**src/gsa_pkg.sv**
```systemverilog
// ----------------------------------------------------------------------------
// gsa_pkg: shared types and constants of the generational slot allocator
// Holds the slot count, field widths, request and failure codes, and the
// structs that pass between the slot map and the top level.
// ----------------------------------------------------------------------------
`default_nettype none

package gsa_pkg;

  // Pool size and derived index width
  localparam int NUM_SLOTS = 64;
  localparam int IDX_W     = $clog2(NUM_SLOTS);

  // Field widths
  localparam int REQ_W = 2;
  localparam int HIDX_W = 16;
  localparam int GEN_W  = 16;
  localparam int CAUSE_W = 3;

  localparam logic [HIDX_W-1:0] SLOT_COUNT = HIDX_W'(NUM_SLOTS);
  localparam logic [HIDX_W-1:0] NO_INDEX   = '1;

  // Request codes; the unused code behaves as a check
  localparam logic [REQ_W-1:0] REQ_ALLOC = 2'd0;
  localparam logic [REQ_W-1:0] REQ_FREE  = 2'd1;
  localparam logic [REQ_W-1:0] REQ_CHECK = 2'd2;

  // Failure causes
  typedef enum logic [CAUSE_W-1:0] {
    CAUSE_NONE  = 3'd0,
    CAUSE_FULL  = 3'd1,
    CAUSE_RANGE = 3'd2,
    CAUSE_FREE  = 3'd3,
    CAUSE_STALE = 3'd4
  } cause_t;

  // Occupancy update toward the slot map
  typedef struct packed {
    logic             set;
    logic             clr;
    logic [IDX_W-1:0] idx;
  } slot_upd_t;

  // Lowest free slot reported by the slot map
  typedef struct packed {
    logic             found;
    logic [IDX_W-1:0] idx;
  } free_info_t;

endpackage

`default_nettype wire

```
**src/gsa_slot_map.sv**
```systemverilog
// ----------------------------------------------------------------------------
// gsa_slot_map: occupancy bitmap with lowest-free-slot encoder
// Keeps one busy flop per slot, reports the lowest free slot and the busy
// flag of one probed slot, and applies set and clear updates.
// ----------------------------------------------------------------------------
`default_nettype none

module gsa_slot_map
  import gsa_pkg::*;
(
  input  wire logic             clk,
  input  wire logic             rst_n,
  input  wire slot_upd_t        upd,
  input  wire logic [IDX_W-1:0] probe_idx,
  output logic                  probe_busy,
  output free_info_t            free_slot
);

  logic [NUM_SLOTS-1:0] busy_r;

  // Update occupancy; reset frees every slot
  always_ff @(posedge clk) begin
    if (!rst_n) begin
      busy_r <= '0;
    end else begin
      if (upd.set) begin
        busy_r[upd.idx] <= 1'b1;
      end
      if (upd.clr) begin
        busy_r[upd.idx] <= 1'b0;
      end
    end
  end

  // Find the lowest free slot
  always_comb begin
    free_slot = '0;
    for (int i = NUM_SLOTS - 1; i >= 0; i--) begin
      if (!busy_r[i]) begin
        free_slot.found = 1'b1;
        free_slot.idx   = IDX_W'(i);
      end
    end
  end

  assign probe_busy = busy_r[probe_idx];

endmodule

`default_nettype wire

```
**src/gsa_gen_mem.sv**
```systemverilog
// ----------------------------------------------------------------------------
// gsa_gen_mem: generation count memory
// One write port and one registered read port. Entries never written since
// reset read as zero through a per-entry written flag.
// ----------------------------------------------------------------------------
`default_nettype none

module gsa_gen_mem
  import gsa_pkg::*;
(
  input  wire logic             clk,
  input  wire logic             rst_n,
  input  wire logic             rd_en,
  input  wire logic [IDX_W-1:0] rd_addr,
  output logic      [GEN_W-1:0] rd_data,
  input  wire logic             wr_en,
  input  wire logic [IDX_W-1:0] wr_addr,
  input  wire logic [GEN_W-1:0] wr_data
);

  logic [GEN_W-1:0]     mem [NUM_SLOTS];
  logic [NUM_SLOTS-1:0] written_r;
  logic [GEN_W-1:0]     rd_q_r;
  logic                 rd_valid_r;

  // Write port
  always_ff @(posedge clk) begin
    if (wr_en) begin
      mem[wr_addr] <= wr_data;
    end
  end

  // Track written entries; reset marks all as zero
  always_ff @(posedge clk) begin
    if (!rst_n) begin
      written_r  <= '0;
      rd_valid_r <= 1'b0;
    end else begin
      if (wr_en) begin
        written_r[wr_addr] <= 1'b1;
      end
      if (rd_en) begin
        rd_valid_r <= written_r[rd_addr];
      end
    end
  end

  // Registered read port
  always_ff @(posedge clk) begin
    if (rd_en) begin
      rd_q_r <= mem[rd_addr];
    end
  end

  assign rd_data = rd_valid_r ? rd_q_r : '0;

endmodule

`default_nettype wire

```
**src/generational_slot_allocator.sv**
```systemverilog
// ----------------------------------------------------------------------------
// generational_slot_allocator: handle allocator over a fixed slot pool
// Allocates the lowest free slot, frees and checks generation-tagged handles.
// ----------------------------------------------------------------------------
// Usage:
//   Input channel in_*: in_tuser carries the request kind (allocate, free,
//   check), in_tdata the handle index and generation. Output channel out_*:
//   out_tuser is the success flag, out_tdata holds index, generation and
//   failure cause. Every item yields exactly one result item.
//   The generation memory is read at the accepting edge; the request then
//   resolves and writes back while its result is loaded into the output
//   register.
//   No new item is taken until the current one has resolved, for the
//   generation memory read, its write-back and the bitmap update.
//   A finished result waits in the output register while the next item is
//   taken; if the receiver still stalls when that next item resolves, the
//   block holds it and takes no further item until the register drains.
//   Reset (synchronous, active low) frees all slots and zeroes every
//   generation at once; the block is ready as soon as reset is released.
// ----------------------------------------------------------------------------
`default_nettype none

module generational_slot_allocator
  import gsa_pkg::*;
(
  input  wire logic        clk,
  input  wire logic        rst_n,
  input  wire logic        in_tvalid,
  output logic             in_tready,
  input  wire logic [31:0] in_tdata,   // [15:0] handle_index, [31:16] handle_generation
  input  wire logic [1:0]  in_tuser,   // [1:0] req_type
  output logic             out_tvalid,
  input  wire logic        out_tready,
  output logic [39:0]      out_tdata,  // [15:0] out_index, [31:16] out_generation,
                                       // [34:32] fail_cause, [39:35] zero
  output logic [0:0]       out_tuser   // [0] ok
);

  typedef enum logic {ST_IDLE, ST_EXEC} state_t;

  state_t state_r;

  // Request captured at accept
  logic [REQ_W-1:0]  req_r;
  logic [HIDX_W-1:0] hidx_r;
  logic [GEN_W-1:0]  hgen_r;
  logic              range_bad_r;
  free_info_t        alloc_r;

  // Output register
  logic              out_valid_r;
  logic [HIDX_W-1:0] out_index_r;
  logic [GEN_W-1:0]  out_gen_r;
  cause_t            out_cause_r;
  logic              out_ok_r;

  logic              in_fire;
  logic              exec_fire;
  logic [HIDX_W-1:0] in_hidx;
  logic [GEN_W-1:0]  in_hgen;
  logic [IDX_W-1:0]  rd_addr;
  logic [GEN_W-1:0]  rd_gen;
  logic              probe_busy;
  free_info_t        free_slot;
  slot_upd_t         upd;
  cause_t            chk_cause;
  logic              gen_wr_en;
  logic [GEN_W-1:0]  gen_wr_data;

  assign in_hidx   = in_tdata[15:0];
  assign in_hgen   = in_tdata[31:16];
  assign in_tready = (state_r == ST_IDLE);
  assign in_fire   = in_tvalid && in_tready;
  assign exec_fire = (state_r == ST_EXEC) && (!out_valid_r || out_tready);

  // Address the memory with the slot to allocate or the handle's slot
  assign rd_addr = (in_tuser == REQ_ALLOC) ? free_slot.idx : in_hidx[IDX_W-1:0];

  gsa_slot_map u_map (
    .clk        (clk),
    .rst_n      (rst_n),
    .upd        (upd),
    .probe_idx  (hidx_r[IDX_W-1:0]),
    .probe_busy (probe_busy),
    .free_slot  (free_slot)
  );

  gsa_gen_mem u_gen (
    .clk     (clk),
    .rst_n   (rst_n),
    .rd_en   (in_fire),
    .rd_addr (rd_addr),
    .rd_data (rd_gen),
    .wr_en   (gen_wr_en),
    .wr_addr (hidx_r[IDX_W-1:0]),
    .wr_data (gen_wr_data)
  );

  // Resolve handle checks in order: range, occupancy, generation
  always_comb begin
    priority if (range_bad_r) begin
      chk_cause = CAUSE_RANGE;
    end else if (!probe_busy) begin
      chk_cause = CAUSE_FREE;
    end else if (rd_gen != hgen_r) begin
      chk_cause = CAUSE_STALE;
    end else begin
      chk_cause = CAUSE_NONE;
    end
  end

  // Write back slot state when the request resolves
  always_comb begin
    upd         = '0;
    gen_wr_en   = 1'b0;
    gen_wr_data = rd_gen + GEN_W'(1);
    if (exec_fire) begin
      if (req_r == REQ_ALLOC) begin
        upd.set = alloc_r.found;
        upd.idx = alloc_r.idx;
      end else if (req_r == REQ_FREE && chk_cause == CAUSE_NONE) begin
        upd.clr   = 1'b1;
        upd.idx   = hidx_r[IDX_W-1:0];
        gen_wr_en = 1'b1;
      end
    end
  end

  // Capture the request payload
  always_ff @(posedge clk) begin
    if (in_fire) begin
      req_r       <= in_tuser;
      hidx_r      <= in_hidx;
      hgen_r      <= in_hgen;
      range_bad_r <= (in_hidx >= SLOT_COUNT);
      alloc_r     <= free_slot;
    end
  end

  // Sequence requests and hold the output register
  always_ff @(posedge clk) begin
    if (!rst_n) begin
      state_r     <= ST_IDLE;
      out_valid_r <= 1'b0;
    end else begin
      // Drain the output register unless a new result lands in it
      if (out_valid_r && out_tready && !exec_fire) begin
        out_valid_r <= 1'b0;
      end
      unique case (state_r)
        ST_IDLE: begin
          if (in_fire) begin
            state_r <= ST_EXEC;
          end
        end
        ST_EXEC: begin
          if (exec_fire) begin
            state_r     <= ST_IDLE;
            out_valid_r <= 1'b1;
            if (req_r == REQ_ALLOC) begin
              out_ok_r    <= alloc_r.found;
              out_index_r <= alloc_r.found ? HIDX_W'(alloc_r.idx) : NO_INDEX;
              out_gen_r   <= alloc_r.found ? rd_gen : '0;
              out_cause_r <= alloc_r.found ? CAUSE_NONE : CAUSE_FULL;
            end else begin
              out_ok_r    <= (chk_cause == CAUSE_NONE);
              out_index_r <= '0;
              out_gen_r   <= '0;
              out_cause_r <= chk_cause;
            end
          end
        end
        default: begin
          state_r <= ST_IDLE;
        end
      endcase
    end
  end

  assign out_tvalid = out_valid_r;
  assign out_tdata  = {5'd0, out_cause_r, out_gen_r, out_index_r};
  assign out_tuser  = out_ok_r;

endmodule

`default_nettype wire

```
**config.mk**
```make
export PLATFORM = sky130hd
export DESIGN_NAME = generational_slot_allocator
export DESIGN_NICKNAME = d
export VERILOG_FILES = /design/src/gsa_pkg.sv /design/src/gsa_slot_map.sv /design/src/gsa_gen_mem.sv /design/src/generational_slot_allocator.sv
export SDC_FILE = /design/constraint.sdc
export NUM_CORES = 2
export LEC_CHECK = 0
export BUFFER_PORTS_ARGS = -buffer_cell sky130_fd_sc_hd__buf_2
export CORE_UTILIZATION = 56
export DETAILED_ROUTE_END_ITERATION = 12
export PLACE_DENSITY = 0.75
export SLEW_MARGIN = 20
export SYNTH_ARGS = -nofsm -noshare
export SYNTH_HDL_FRONTEND = slang
export SYNTH_HIERARCHICAL = 1
export SYNTH_SLANG_ARGS = --single-unit
```
**constraint.sdc**
```tcl
create_clock -name clk -period 4.6 [get_ports clk]
set_clock_uncertainty 0.05 [all_clocks]
set_input_delay 0 -clock clk [delete_from_list [all_inputs] [get_ports clk]]
set_output_delay 0 -clock clk [all_outputs]
set_load 0.02 [all_outputs]
```
==> summary.txt <==
Routing
  • Initial DRT Pass Iterations: 6
  • 1st-iter DRT viols: 4029
  • Met1 Wirelength: 48880 um
  • Vias per cell: 6.682
  • Residual DRC: 0
  • Drt total wl: 131500 um
  • Met2 Wirelength: 62400 um
  • Top Metal Used: met5
  • Antenna violation net count after detailed routing: 0
  • Met3 WL: 15370 um
  • DR vias: 27.20k
  • DR WL/cell: 32.30 um

Logic synthesis
  • Mean Syn Cell Area: 19.55 um2
  • Sequential area share after synthesis: 0.7298
  • Mapped Area: 48810 um2
  • Ys async rst share: 0
  • Ys flop type: edfxtp_1
  • Yosys reg bits: 1230
  • Distinct cell type count after synthesis: 65
  • YS warnings: 6
  • Number of enable flip-flop cells after synthesis: 1099
  • Post-synthesis cell count: 2497

Layout
  • Area of the multi-input gates: 12780 um2
  • Fill count: between 5k and 6k
  • Design Area, Final: 56850 um2
  • Layout cells sized above 1: 0.3105
  • Sequential cell area: 35620 um2
  • Final nets: 2859
  • Synth-to-Final Area Change: 16.47%

Global route
  • Global-route wire length before repair: 190500 um
  • Vias in the first global route: 27.50k
  • GRT Total Usage: 0.3008
  • Largest net degree at the start of global routing: 82
  • Antenna violations before repair: 5
  • Total congestion overflow: 0

Critical path
  • Crit-path max cell delay: 0.53 ns
  • Reg2reg end: u_gen/rd_q_r[15]
  • WP depth: 15
  • Crit path max-delay family: multiplexers
  • Reg2Reg Launch Point: u_map/busy_r[59]
  • Worst-path maximum fanout: 35
  • Reg2Reg Depth: 15
  • Critical-path cell list: nand2_1 > a31oi_1 > o211ai_1 > a311o_1 > a211oi_1 > nor3_1 > buf_4 > mux2_8 > buf_12 > buf_4 > mux4_2 > mux4_2 > mux2_2 > nand2_1 > o21ai_1
  • Critical path arrival: between 4 and 5 ns
  • R2R Setup Slk: 0.16 ns
  • CP required: 4.95 ns
  • Crit start category: register
  • Setup CP Type: reg -> reg
  • Setup crit end kind: register
  • CP max-delay cell: mux4_2
  • CP bufs+invs: 3

Clock tree
  • Root cell of the clock tree: clkbuf_16
  • Clock transition at the registers of the reported paths: about 0.060 ns
  • Worst-Skew Late Latency: about 0.7 ns
  • TritonCTS buffer count: roughly 120
  • H-tree depth: 3
  • Num Clock Sinks: 1230
  • CTS tree: done
  • Buffer depth of the longest clock path: 3

Run status
  • Status: finished clean

Die
  • Chip height: 297.2 um
  • DIE WIDTH: 297.2 um
  • Die area: 88350 um2
  • Row cnt: 107
  • IO Count: 81
  • Initial Util: 0.5697
  • Core Area: 85680 um2

STA
  • Final Critical Period: between 4 and 5 ns
  • Final Cycle Share: 0.9645
  • Finish-stage setup viols: 0
  • Unrepaired setup endpoints after global routing: yes
  • Final Hold Vio Count: 0
  • Rel. slew slack: 0.2907
  • Worst hold margin: 0.02091 ns
  • Slew @ Worst Pin: 1.056 ns
  • Fmax: between 0.2 and 0.25 GHz
  • Final Max Tran Viols: 0

Placed design
  • Placed Area: 52220 um2
  • # port buffers: 75
  • DP HPWL: 75220 um
  • Gpl congestion: 0.9279

Power
  • PwrDens: 417.3 nW/um2
  • Worst ir drop on vdd: 0.3178 mV
  • P_leak: 18.67 nW

Worst hold path
  • Hold Path Stages: 2
  • Hold Path Origin: in_tdata[30]
  • Hold Path Sink: hgen_r[14]
  • Worst hold path type: in -> reg

Job
  • Maxcap violations: 0
-- routing by layer --
metal / GRT usage / vias up
met3: 0.06997 / 292
met1: 0.4144 / 14110
met5: 0 / -
met2: 0.4760 / 1938
li1: - / 10860
met4: 0.1071 / 6
-- worst reg2reg max path, delay by kind of cell, from the launching register on --
family / cells / cell delay [ns]
mux: 4 / 1.61
simple gates: 3 / 0.31
flops: 1 / 0.43
buf+inv: 3 / 0.66
compound gates: 5 / 1.11
-- sequential cells by signal, indices dropped and copies added, names as in the netlist, 2 cells and up --
name and count:
u_gen/mem 1024, out_cause_r 3, u_gen/written_r 64, out_index_r 7, alloc_r 7, out_gen_r 16
req_r 2, u_map/busy_r 64, u_gen/rd_q_r 16, hgen_r 16, hidx_r 6
-- what timing repair did --
item / 4_1_cts / 5_1_grt
endpoints found under the setup margin: 3 / 53
pin swaps: 1 / 0
buffers inserted: 2 / 6
hold buffers: 39 / 0
gates cloned: 1 / 0
resized for setup: 2 / 4
endpoints found under the hold margin: 135 / 0
-- stage by stage --
stage	util	setup slack [ns]	power, mW	setup TNS, ns	cells
after floorplan	-	0.002931	13.28	0	2501
after global placement	0.6093	-0.1824	13.77	-0.2000	3795
after detailed placement	0.6094	-0.2732	13.80	-0.2732	3795
after CTS	0.6623	0.02203	23.78	0	4062
after global routing	0.6634	-0.03779	24.27	-0.4910	4068
final	0.6635	0.1631	23.73	0	4071
-- kinds of logic after synthesis --
logic type,share of synthesized area
AOI/OAI and AO/OA,0.03484
other,0.00007683
DFF,0.7298
buffers and inverters,0.01630
muxes,0.1724
adders and majority gates,0.0002563
xor gates and xnor gates,0.005383
and+or+nand+nor,0.04094
-- cell usage in the layout, fill, tap and decap left out, drive strengths merged, types with 5 or more instances in the layout --
| cell | netlist | final |
|---|---|---|
| edfxtp | 1099 | 1099 |
| mux4 | 358 | 358 |
| buf | 69 | 299 |
| nor2 | 159 | 159 |
| clkbuf | 72 | 156 |
| dfxtp | 131 | 131 |
| o21ai | 95 | 95 |
| a21oi | 80 | 80 |
| nand2 | 70 | 70 |
| o21a | 65 | 65 |
| clkinv | 0 | 45 |
| dlygate4sd3 | 0 | 39 |
| nand3 | 33 | 33 |
| xor2 | 22 | 22 |
| nor2b | 21 | 21 |
| inv | 20 | 21 |
| nor3 | 21 | 21 |
| and2 | 19 | 19 |
| nand4 | 19 | 19 |
| and3 | 18 | 18 |
| mux2 | 17 | 18 |
| bufinv | 0 | 15 |
| nand2b | 13 | 13 |
| mux2i | 11 | 11 |
| xnor2 | 8 | 8 |
| clkinvlp | 0 | 8 |
| nor4 | 7 | 7 |
| a22o | 6 | 6 |
| conb | 1 | 5 |
| nand3b | 5 | 5 |
| or3 | 5 | 5 |
| a221oi | 5 | 5 |
-- area by class of cell --
class                      instances  area share
timing repair buffer             338     0.04992
clock inverter                    69     0.01437
inverter                          20    0.001321
sequential                      1230      0.6266
antenna                            3   0.0001321
clock buffer                     156     0.05766
tap                             1144     0.02518
multi-input combinational       1111      0.2248
-- synthesized netlist by cell type, types with 26 or more instances --
cell	n	share of area
edfxtp_1	1099	0.68
mux4_2	345	0.16
nor2_1	159	0.012
dfxtp_1	131	0.054
o21ai_0	81	0.0083
a21oi_1	80	0.0082
clkbuf_1	72	0.0055
nand2_1	70	0.0054
o21a_1	65	0.010
nand3_1	33	0.0034
buf_4	28	0.0043
buf_2	26	0.0027
-- power by group --
group	switching (mW)	leakage [nW]	internal (mW)
Combinational	0.793	5.47	0.634
Clock	4.21	1.99	5.87
Sequential	0.0413	11.2	12.2
Total	5.04	18.7	18.7
-- how the worst max path moves through the flow --
stage | start | slack [ns] | end
after global routing | hidx_r[0] | -0.04 | u_gen/mem[29][10]
after global placement | u_map/busy_r[16] | -0.18 | u_gen/rd_q_r[8]
after CTS | hidx_r[0] | 0.02 | u_gen/mem[60][12]
final | u_map/busy_r[59] | 0.16 | u_gen/rd_q_r[15]
after floorplan | hidx_r[1] | 0.003 | u_gen/mem[61][0]
after detailed placement | u_map/busy_r[16] | -0.27 | u_gen/rd_q_r[8]
No activity file was read; power rests on OpenSTA's default activity.
